<file path="src/design/gbks_pkg.sv">
// shared widths, table entry type and sequencer states for group_by_key_sum
package gbks_pkg;

   localparam int KEY_W = 24;
   localparam int AMT_W = 40;
   localparam int SUM_W = 48;

   typedef struct packed {
      logic [KEY_W-1:0] key;
      logic [SUM_W-1:0] sum;
   } entry_type;

   localparam int ENTRY_W = KEY_W + SUM_W;

   typedef enum logic [6:0] {
      S_IDLE   = 7'b0000001,
      S_SCAN   = 7'b0000010,
      S_ADD    = 7'b0000100,
      S_APPEND = 7'b0001000,
      S_LOAD   = 7'b0010000,
      S_SHOW   = 7'b0100000,
      S_WAIT   = 7'b1000000
   } state_type;

   localparam logic [SUM_W-1:0] SUM_MAX = {1'b0, {(SUM_W-1){1'b1}}};
   localparam logic [SUM_W-1:0] SUM_MIN = {1'b1, {(SUM_W-1){1'b0}}};

endpackage

</file>
<file path="src/design/group_by_key_sum.sv">
// group_by_key_sum top level: per-key saturating sums with batch readout
//
// After its transfer each record holds req_ready low until it is done: the key
// table sits in one ram with a single read port, and the sequencer streams
// one stored key per cycle past a single comparator, then does the saturating
// add, the append or, with the table full, the drop. A record marked
// end_of_batch is followed by the readout: each entry is read, loaded and
// presented, then held while the sink holds rsp_ready low; entries come out newest
// first, the final one with last_of_run set, and the table and the drop flag
// are then empty again. req_ready is high only while no record or readout is
// in progress. There is no clearing pass after reset: only entries below the
// fill count are read.
module group_by_key_sum #(
   parameter int MAX_KEYS = 32
) (
   input  logic                          clock,
   input  logic                          reset,
   input  logic                          req_valid,
   output logic                          req_ready,
   input  logic [gbks_pkg::KEY_W-1:0]    req_currency_code,
   input  logic signed [gbks_pkg::AMT_W-1:0] req_amount,
   input  logic                          req_end_of_batch,
   output logic                          rsp_valid,
   input  logic                          rsp_ready,
   output logic [gbks_pkg::KEY_W-1:0]    rsp_key_out,
   output logic signed [gbks_pkg::SUM_W-1:0] rsp_total,
   output logic                          rsp_last_of_run,
   output logic                          rsp_records_dropped
);

   import gbks_pkg::*;

   localparam int IW = (MAX_KEYS > 1) ? $clog2(MAX_KEYS) : 1;
   localparam int CW = $clog2(MAX_KEYS + 1);
   localparam logic [CW-1:0] COUNT_MAX = CW'(MAX_KEYS);
   localparam logic [CW-1:0] COUNT_ONE = CW'(1);

   state_type        state_ff, state_in;
   logic [CW-1:0]    count_ff, count_in;
   logic             drop_ff, drop_in;
   logic [CW-1:0]    issue_idx_ff, issue_idx_in;
   logic [IW-1:0]    cmp_idx_ff, cmp_idx_in;
   logic             rd_pend_ff, rd_pend_in;
   logic [IW-1:0]    hit_idx_ff, hit_idx_in;
   logic [IW-1:0]    emit_idx_ff, emit_idx_in;
   logic             rsp_valid_ff, rsp_valid_in;

   logic [KEY_W-1:0] key_ff, key_in;
   logic [AMT_W-1:0] amt_ff, amt_in;
   logic             last_ff, last_in;
   logic [SUM_W-1:0] acc_ff, acc_in;
   logic [KEY_W-1:0] rsp_key_ff, rsp_key_in;
   logic [SUM_W-1:0] rsp_total_ff, rsp_total_in;
   logic             rsp_last_ff, rsp_last_in;

   logic             wr_en;
   logic [IW-1:0]    wr_addr;
   entry_type        wr_entry;
   logic             rd_en;
   logic [IW-1:0]    rd_addr;
   logic [ENTRY_W-1:0] rd_raw;
   entry_type        rd_entry;

   logic             hit;
   logic             full;
   logic [SUM_W:0]   sum_wide;
   logic [SUM_W-1:0] sum_sat;
   logic [CW-1:0]    count_dec;

   gbks_ram #(
      .WIDTH (ENTRY_W),
      .DEPTH (MAX_KEYS)
   ) u_table (
      .clock   (clock),
      .wr_en   (wr_en),
      .wr_addr (wr_addr),
      .wr_data (wr_entry),
      .rd_en   (rd_en),
      .rd_addr (rd_addr),
      .rd_data (rd_raw)
   );

   assign rd_entry  = entry_type'(rd_raw);
   assign hit       = rd_pend_ff && (rd_entry.key == key_ff);
   assign full      = (count_ff == COUNT_MAX);
   assign count_dec = count_ff - COUNT_ONE;

   // 49-bit sum, clamp when the top two bits disagree
   assign sum_wide = {acc_ff[SUM_W-1], acc_ff}
                   + {{(SUM_W + 1 - AMT_W){amt_ff[AMT_W-1]}}, amt_ff};
   always_comb begin
      if (sum_wide[SUM_W] != sum_wide[SUM_W-1]) begin
         sum_sat = sum_wide[SUM_W] ? SUM_MIN : SUM_MAX;
      end else begin
         sum_sat = sum_wide[SUM_W-1:0];
      end
   end

   always_comb begin
      state_in     = state_ff;
      count_in     = count_ff;
      drop_in      = drop_ff;
      issue_idx_in = issue_idx_ff;
      cmp_idx_in   = cmp_idx_ff;
      rd_pend_in   = rd_pend_ff;
      hit_idx_in   = hit_idx_ff;
      emit_idx_in  = emit_idx_ff;
      rsp_valid_in = rsp_valid_ff;
      key_in       = key_ff;
      amt_in       = amt_ff;
      last_in      = last_ff;
      acc_in       = acc_ff;
      rsp_key_in   = rsp_key_ff;
      rsp_total_in = rsp_total_ff;
      rsp_last_in  = rsp_last_ff;
      wr_en        = 1'b0;
      wr_addr      = hit_idx_ff;
      wr_entry     = '{key: key_ff, sum: sum_sat};
      rd_en        = 1'b0;
      rd_addr      = issue_idx_ff[IW-1:0];

      unique case (state_ff)
         S_IDLE: begin
            if (req_valid) begin
               key_in       = req_currency_code;
               amt_in       = req_amount;
               last_in      = req_end_of_batch;
               issue_idx_in = '0;
               rd_pend_in   = 1'b0;
               state_in     = S_SCAN;
            end
         end
         S_SCAN: begin
            // one key issued and one key compared per cycle
            if (hit) begin
               hit_idx_in = cmp_idx_ff;
               acc_in     = rd_entry.sum;
               rd_pend_in = 1'b0;
               state_in   = S_ADD;
            end else if (issue_idx_ff < count_ff) begin
               rd_en        = 1'b1;
               rd_pend_in   = 1'b1;
               cmp_idx_in   = issue_idx_ff[IW-1:0];
               issue_idx_in = issue_idx_ff + COUNT_ONE;
            end else if (rd_pend_ff) begin
               rd_pend_in = 1'b0;
            end else begin
               state_in = S_APPEND;
            end
         end
         S_ADD: begin
            wr_en       = 1'b1;
            emit_idx_in = count_dec[IW-1:0];
            state_in    = last_ff ? S_LOAD : S_IDLE;
         end
         S_APPEND: begin
            if (full) begin
               drop_in     = 1'b1;
               emit_idx_in = count_dec[IW-1:0];
            end else begin
               wr_en       = 1'b1;
               wr_addr     = count_ff[IW-1:0];
               wr_entry    = '{key: key_ff,
                               sum: {{(SUM_W - AMT_W){amt_ff[AMT_W-1]}}, amt_ff}};
               count_in    = count_ff + COUNT_ONE;
               emit_idx_in = count_ff[IW-1:0];
            end
            state_in = last_ff ? S_LOAD : S_IDLE;
         end
         S_LOAD: begin
            rd_en    = 1'b1;
            rd_addr  = emit_idx_ff;
            state_in = S_SHOW;
         end
         S_SHOW: begin
            rsp_key_in   = rd_entry.key;
            rsp_total_in = rd_entry.sum;
            rsp_last_in  = (emit_idx_ff == '0);
            rsp_valid_in = 1'b1;
            state_in     = S_WAIT;
         end
         S_WAIT: begin
            if (rsp_ready) begin
               rsp_valid_in = 1'b0;
               if (emit_idx_ff == '0) begin
                  count_in = '0;
                  drop_in  = 1'b0;
                  state_in = S_IDLE;
               end else begin
                  emit_idx_in = emit_idx_ff - IW'(1);
                  state_in    = S_LOAD;
               end
            end
         end
         default: begin
            state_in = S_IDLE;
         end
      endcase
   end

   always_ff @(posedge clock) begin
      if (reset) begin
         state_ff     <= S_IDLE;
         count_ff     <= '0;
         drop_ff      <= 1'b0;
         issue_idx_ff <= '0;
         cmp_idx_ff   <= '0;
         rd_pend_ff   <= 1'b0;
         hit_idx_ff   <= '0;
         emit_idx_ff  <= '0;
         rsp_valid_ff <= 1'b0;
      end else begin
         state_ff     <= state_in;
         count_ff     <= count_in;
         drop_ff      <= drop_in;
         issue_idx_ff <= issue_idx_in;
         cmp_idx_ff   <= cmp_idx_in;
         rd_pend_ff   <= rd_pend_in;
         hit_idx_ff   <= hit_idx_in;
         emit_idx_ff  <= emit_idx_in;
         rsp_valid_ff <= rsp_valid_in;
      end
   end

   always_ff @(posedge clock) begin
      key_ff       <= key_in;
      amt_ff       <= amt_in;
      last_ff      <= last_in;
      acc_ff       <= acc_in;
      rsp_key_ff   <= rsp_key_in;
      rsp_total_ff <= rsp_total_in;
      rsp_last_ff  <= rsp_last_in;
   end

   assign req_ready           = (state_ff == S_IDLE);
   assign rsp_valid           = rsp_valid_ff;
   assign rsp_key_out         = rsp_key_ff;
   assign rsp_total           = rsp_total_ff;
   assign rsp_last_of_run     = rsp_last_ff;
   assign rsp_records_dropped = drop_ff;

   // a result is only presented from the wait state
   a_rsp_in_wait: assert property (@(posedge clock) disable iff (reset)
      rsp_valid |-> (state_ff == S_WAIT))
      else $error("result shown outside wait state");

   // no new record while a readout is pending
   a_no_overlap: assert property (@(posedge clock) disable iff (reset)
      !(req_ready && rsp_valid))
      else $error("input ready during readout");

   a_count_bound: assert property (@(posedge clock) disable iff (reset)
      count_ff <= COUNT_MAX)
      else $error("entry count beyond table size");

   // the final transfer of a readout empties the table and clears the flag
   a_clear_after_run: assert property (@(posedge clock) disable iff (reset)
      (rsp_valid && rsp_ready && rsp_last_of_run) |=> (count_ff == '0 && !drop_ff))
      else $error("table not emptied after readout");

   a_drop_only_full: assert property (@(posedge clock) disable iff (reset)
      $rose(drop_ff) |-> (count_ff == COUNT_MAX))
      else $error("record dropped with room in table");

endmodule

</file>
<file path="src/design/gbks_ram.sv">
// generic single write port, single read port ram with registered read data
module gbks_ram #(
   parameter int WIDTH = 72,
   parameter int DEPTH = 32
) (
   input  logic                  clock,
   input  logic                  wr_en,
   input  logic [((DEPTH > 1) ? $clog2(DEPTH) : 1)-1:0] wr_addr,
   input  logic [WIDTH-1:0]      wr_data,
   input  logic                  rd_en,
   input  logic [((DEPTH > 1) ? $clog2(DEPTH) : 1)-1:0] rd_addr,
   output logic [WIDTH-1:0]      rd_data
);

   logic [WIDTH-1:0] mem_ff [DEPTH];
   logic [WIDTH-1:0] rd_data_ff;

   always_ff @(posedge clock) begin
      if (wr_en) begin
         mem_ff[wr_addr] <= wr_data;
      end
      if (rd_en) begin
         rd_data_ff <= mem_ff[rd_addr];
      end
   end

   assign rd_data = rd_data_ff;

endmodule

</file>
<file path="config.mk">
export PLATFORM = sky130hd
export DESIGN_NAME = group_by_key_sum
export DESIGN_NICKNAME = d
export VERILOG_FILES = /design/src/design/gbks_pkg.sv /design/src/design/group_by_key_sum.sv /design/src/design/gbks_ram.sv
export SDC_FILE = /design/constraint.sdc
export NUM_CORES = 2
export LEC_CHECK = 0
export CAP_MARGIN = 20
export CORE_ASPECT_RATIO = 0.9
export CORE_MARGIN = 5
export CORE_UTILIZATION = 55
export CTS_CLUSTER_DIAMETER = 60
export DETAILED_ROUTE_END_ITERATION = 8
export DONT_BUFFER_PORTS = 1
export PLACE_DENSITY = 0.75
export RECOVER_POWER = 25
export SYNTH_ARGS = -nofsm -noshare
export SYNTH_HDL_FRONTEND = slang
export SYNTH_SLANG_ARGS = --single-unit
</file>
<file path="constraint.sdc">
create_clock -name clock -period 12.6 [get_ports clock]
set_clock_uncertainty 0.2 [all_clocks]
set_input_delay 1.89 -clock clock [delete_from_list [all_inputs] [get_ports clock]]
set_output_delay 1.89 -clock clock [all_outputs]
set_load 0.005 [all_outputs]
</file>
Yosys cells after proc, flatten, opt, wreduce, memory -nomap -nowiden
Memory sizes are Yosys's and may differ from the RTL's. A register that Yosys moved wholly into a read port is not among the register bits.
Index checks and enable logic that the tools add are counted.
{ "totals": {"reg_bits": 223, "mem_bits_rw": 2304, "inputBits": 69, "output_inout_bits": 76, "elab_cells": 103, "mem_count": 1} }
{ "memory_table": {"columns": ["name", "words", "word_bits", "read_ports", "rd_clocked_by_memory_dff", "write_ports", "line_no", "source"], "rows": [
  ["u_table.mem_ff", 32, 72, 1, 1, 1, "gbks_ram.sv:15", "logic [WIDTH-1:0] mem_ff [DEPTH];"]
]} }
{ "op_classes": {"add_sub_neg": 5, "magnitude_cmp": 1, "eq_ne": 20, "n_mux": 42, "bitwise": 1, "reduce_logical": 17} }
{ "op_table": {"columns": ["op", "count"], "rows": [
  ["48-bit two-way mux", 4],
  ["48-bit by 40-bit adder with 49-bit output", 1],
  ["7-bit case mux with 6 select lines", 1],
  ["5-bit two-way mux", 8],
  ["6-bit two-way mux", 6],
  ["7-bit two-way mux", 5],
  ["24-bit equality test", 1],
  ["6-bit case mux with 2 select lines", 2],
  ["2-bit != test, second input constant", 8],
  ["4-bit AND reduction", 4],
  ["5-bit case mux with 3 select lines", 1],
  ["6-bit by 1-bit adder with 6-bit output, second input constant", 2],
  ["1-bit two-way mux", 10],
  ["1-bit case mux with 2 select lines", 5],
  ["5-bit by 1-bit subtractor with 5-bit output, second input constant", 2],
  ["2-bit AND reduction", 4],
  ["7-bit by 1-bit equality test with 1-bit output, second input constant", 1],
  ["7-bit by 2-bit equality test with 1-bit output, second input constant", 1],
  ["7-bit by 3-bit equality test with 1-bit output, second input constant", 1],
  ["7-bit by 4-bit equality test with 1-bit output, second input constant", 1],
  ["7-bit by 5-bit equality test with 1-bit output, second input constant", 1],
  ["7-bit by 6-bit equality test with 1-bit output, second input constant", 1],
  ["7-bit equality test, second input constant", 1],
  ["6-bit equality test, second input constant", 1],
  ["other kinds (10)", 14]
]} }

Depth between registers and ports, before layout
{ "depth": {"word_depth": 5, "ltp_mapped": 14, "depth_no_buf": 12} }

Hierarchy
Synthesis repeated with hierarchy kept, for this count alone.
{ "hier_totals": {"hier_cells": 5245, "area_unflattened_um2": 101270.9} }
{ "modules_own_cells": {"columns": ["module", "n_inst", "cells_each", "area_each_um2", "seq_area_each_um2"], "rows": [
  ["gbks_ram", 1, 4208, 89841.2, 71348.4],
  ["group_by_key_sum", 1, 1037, 11429.7, 6326.1]
]} }

Least setup slack after synthesis
Ideal clock, no wire load.
{ "synth_path": {"kind": "reg2reg", "startpoint": "register count_ff[0]", "endpoint": "memory u_table.mem_ff[16][0] (enable)", "setup_time_ns": 0.503, "arrival_ns": 5.016, "required_time_ns": 11.897, "slack_ns": 6.881, "stages_incl_launch_ff": 12, "n_path_buf": 1, "synth_period_minus_slack_ns": 5.719, "path_cell_list": "dfxtp_1 clkbuf_1 inv_1 ha_1 and3_1 nand2_1 nor2_1 nor2_1 nand3_1 o31ai_1 nand2_1 nor2_1"} }
{ "synth_via": {"elab_chain_len": 5, "word_cells_on_any_way": 7, "classes_between": "eq/ne (1); mux (6)"} }
{ "synth_lines": {"columns": ["item", "line_no", "source"], "rows": [
  ["start, declared", "group_by_key_sum.sv:39", "logic [CW-1:0] count_ff, count_in;"],
  ["start signal, assigned", "group_by_key_sum.sv:214", "count_ff <= count_in;"],
  ["6-bit equality test", "group_by_key_sum.sv:85", "assign full = (count_ff == COUNT_MAX);"],
  ["1-bit two-way mux", "group_by_key_sum.sv:157", "if (full) begin"],
  ["1-bit case mux with 2 select lines", "group_by_key_sum.sv:122", "unique case (state_ff)"],
  ["1-bit two-way mux", "gbks_ram.sv:19", "if (wr_en) begin"],
  ["1-bit two-way mux (implied by the code)", "gbks_ram.sv:20", "mem_ff[wr_addr] <= wr_data;"],
  ["end, declared", "gbks_ram.sv:15", null]
]} }
Several ways; a longest one is shown, not always the timed one.

Final worst setup path
{ "layout_path": {"startpoint": "register count_ff[1]", "endpoint": "memory u_table.mem_ff[22][33] (enable)"} }
Same word-level chain as after synthesis.

==> results.yml <==
layout:
  drive_above_1_share: 0.204
  n_fill_cell: 12342
  utilization: 0.616
  fin_area_sq_um: 113000
  layout.nets: 5630
  syn_to_final_growth_pct: 11.1
synthesis:
  avgSynthCellArea_sq_um: 19.0
  muxShareOfSynthArea: 0.129
  synth-seq-cells: 2599
  synth_fa_ha_area_frac: 0.00732
  syn_area_sq_um: 102000
  yosys.area_share.simple: 0.0608
  yosysSeqAreaShare: 0.762
  synth_top_family_by_area: "multiplexers"
  syn_inst: 5366
  synth_flop_cell: "edfxtp_1"
  synth_xor_area_frac: 0.00626
  synth_edf_count: 2562
  yosys_warnings: 0
  async_flop_share: 0
  synth_cell_type_count: 77
  synth.net_count: 5494
  synth_compound_area_frac: 0.0189
worst_setup_path:
  critPathTopFamily: "buffers and inverters"
  cpPeakStageDelay_ns: 2.13
  worst_path_most_repeated_cell: "buf_4"
  crit_chain: "inv_1 -> ha_1 -> and3_1 -> nand3_1 -> nand2_2 -> clkbuf_1 -> nand3b_1 -> o31ai_1 -> nand2_1 -> nor2_1 -> buf_4 -> buf_4"
  cp_data_arrival_time_ns: 7.66
  path_class: "reg2reg"
  crit_path_top_delay_cell: "clkbuf_1"
  cp.required_ns: 12.83
  crit_path_end_kind: "register"
  cp.buffers_inverters: 4
  start_kind: "register"
  crit_fanout: 49
run:
  cap_violations: 11
grt:
  grt_max_degree: 139
  grt_overflow: 0
  grt_pass1_wl_um: 380000
  grt_pass1_vias: 53268
  antenna_found_initial: 24
  grt_usage: 0.272
drt:
  wirelength_um: 265000
  route.met2.wl_um: 127000
  wl_met1_um: 95200
  wl_per_cell_um: 32.5
  drtPass1Iterations: 6
  drt-initial-drc-count: 8398
  met3_length_um: 33000
  ant_nets: 0
  vias_per_cell: 6.66
  drc: 0
  top_layer: "met5"
  vias: 54275
floorplan:
  fp.dieH_um: 418
  core_sq_um: 184000
  io_pins: 145
  die_area_sq_um: 194000
  initial_core_util: 0.555
  rows: 149
  die_w_um: 464
sta:
  relSlewSlack: -1.12
  fin_crit_sh: 0.590
  fin_crit_ns: 7.43
  tightest_slew_ns: 3.19
  finalSetupViolCount: 0
  rsz0062_at_grt: "no"
  setup_ws_ns: 5.17
  max_freq_mhz: 135
  fin_tns_setup_ns: 0
  hold_viol: 0
  slew_violations: 293
min_path:
  hp-class: "reg2reg"
power:
  pwr-share-comb: 0.107
  p_total_mw: 20.3
  p_per_area_nw_per_um2: 180
  leakagePower_nw: 36.9
  clkPwrFrac: 0.355
  power.internal_mw: 15.4
  p_sw_mw: 4.96
  p_sw_frac: 0.244
  ir_drop_mv: 0.169
  p_seq_frac: 0.538
placement:
  dp_hpwl_um: 134000
  post-place-ws_ns: 7.31
  place_congestion: 0.901
  post_dp_cell_area_sq_um: 105000
  portBuffers: 0
clocking:
  htree_levels: 4
  cts_tree: "yes"
  clockBufferDepth: 3
  clk_latency_ns: 0.90
  root_buffer: "clkbuf_16"
  cts.clk_slew.worst_paths_ns: 0.06
  cts_resized: 0
  post_cts_buffers: 0
  hold_buffers: 0
  clkSinkCount: 2599
  cts_buffers: 238
outcome:
  status: "finished, violations left"
  violations: "capacitance limit, slew limit"
==> metal layers <==
metal  vias up  track usage
met4         2       0.0972
li1      21780            -
met1     28055        0.371
met5         -            0
met2      3861        0.430
met3       577       0.0727
==> worst register-to-register path, delay by kind of cell (launching register included) <==
| kind | cells | cell delay, ns |
|---|---|---|
| fa+ha+maj | 1 | 0.21 |
| compound gates | 1 | 0.22 |
| flops | 1 | 0.37 |
| buf+inv | 4 | 3.92 |
| simple gates | 6 | 2.01 |
==> metrics by stage <==
| step | hold slack (ns) | instances |
|---|---|---|
| 2_1_floorplan | 0.221 | 5366 |
| 3_3_place_gp | 0.233 | 7653 |
| 3_5_place_dp | 0.249 | 7656 |
| 4_1_cts | 0.249 | 8101 |
| 5_1_grt | 0.261 | 8129 |
| 6_report | 0.242 | 8144 |
==> cell usage after synthesis (all sizes together), types with 19 or more instances <==
| cell | n | area share |
|---|---|---|
| a21o | 19 | 0.0014 |
| a21oi | 109 | 0.0054 |
| buf | 158 | 0.010 |
| clkbuf | 120 | 0.0046 |
| dfxtp | 37 | 0.0073 |
| edfxtp | 2562 | 0.75 |
| ha | 58 | 0.0071 |
| inv | 23 | 0.00085 |
| mux4 | 576 | 0.13 |
| nand2 | 741 | 0.027 |
| nand3 | 453 | 0.022 |
| nor2 | 137 | 0.0050 |
| nor3 | 20 | 0.0010 |
| o21ai | 80 | 0.0039 |
| xnor2 | 40 | 0.0034 |
| xor2 | 32 | 0.0028 |
==> cell usage in the layout, fill, tap and decap left out, types with 12 or more instances in the layout <==
| cell | synthesis | layout |
|---|---|---|
| a21o_1 | 19 | 19 |
| a21oi_1 | 107 | 80 |
| a21oi_2 | 2 | 28 |
| a31oi_1 | 12 | 12 |
| and3_1 | 12 | 12 |
| buf_4 | 91 | 123 |
| buf_8 | 0 | 19 |
| bufinv_16 | 0 | 25 |
| clkbuf_1 | 116 | 60 |
| clkbuf_16 | 0 | 241 |
| clkinv_1 | 2 | 54 |
| clkinv_2 | 0 | 45 |
| clkinvlp_4 | 0 | 16 |
| dfxtp_1 | 37 | 37 |
| diode_2 | 0 | 21 |
| edfxtp_1 | 2562 | 2562 |
| ha_1 | 58 | 58 |
| inv_1 | 23 | 22 |
| mux4_2 | 576 | 576 |
| nand2_1 | 741 | 739 |
| nand2b_1 | 13 | 13 |
| nand3_1 | 452 | 452 |
| nand4_1 | 12 | 12 |
| nor2_1 | 137 | 119 |
| nor2_4 | 0 | 17 |
| nor3_1 | 19 | 20 |
| o21ai_0 | 55 | 55 |
| o21ai_1 | 25 | 24 |
| xnor2_1 | 40 | 40 |
| xor2_1 | 31 | 31 |
==> flip-flops by register name (all words and copies together), names as in the netlist <==
signal,flops
last_ff,1
rd_pend_ff,1
acc_ff,48
u_table.rd_data,72
cmp_idx_ff,5
rsp_records_dropped,1
count_ff,6
issue_idx_ff,6
rsp_key_out,24
amt_ff,40
emit_idx_ff,5
rsp_total,48
key_ff,24
u_table.mem_ff,2304
hit_idx_ff,5
state_ff,7
rsp_last_of_run,1
rsp_valid,1
==> power by group through the flow <==
stage,combinational [mW],clock [mW],sequential (mW)
after floorplan,1.09,0,11.2
after global placement,1.87,0,11.1
after detailed placement,1.99,0,11.1
after CTS,2.00,7.30,11.0
after global routing,2.33,7.69,11.0
final,2.17,7.22,10.9
==> area by class of cell <==
type                       instances  area (sq um)  area share
antenna                           21          52.6    0.000464
tap                             2416          3020      0.0267
timing repair buffer             174          1510      0.0134
clock inverter                   160          1600      0.0141
sequential                      2599         77700       0.686
inverter                          25          96.3    0.000851
multi-input combinational       2464         23100       0.204
clock buffer                     285          6220      0.0549
==> cells by family (layout without fill, tap and decap cells) <==
| kind of cell | after synthesis | in the layout |
|---|---|---|
| compound gates | 311 | 311 |
| xor+xnor | 72 | 72 |
| fa+ha+maj | 59 | 59 |
| buf+inv | 303 | 644 |
| flops | 2599 | 2599 |
| mux | 593 | 593 |
| other cells | 0 | 21 |
| simple gates | 1429 | 1429 |
==> path summary, 6_finish.rpt <==
| check | end | slack (ns) | depth (start not counted) | startpoint |
|---|---|---|---|---|
| max | u_table.mem_ff[22][33] | 5.17 | 12 | count_ff[1] |
| min | hit_idx_ff[3] | 0.24 | 2 | cmp_idx_ff[3] |
| max reg2reg | u_table.mem_ff[22][33] | 5.17 | 12 | count_ff[1] |
| min reg2reg | hit_idx_ff[3] | 0.24 | 2 | cmp_idx_ff[3] |
(Power assumes the default switching activity.)
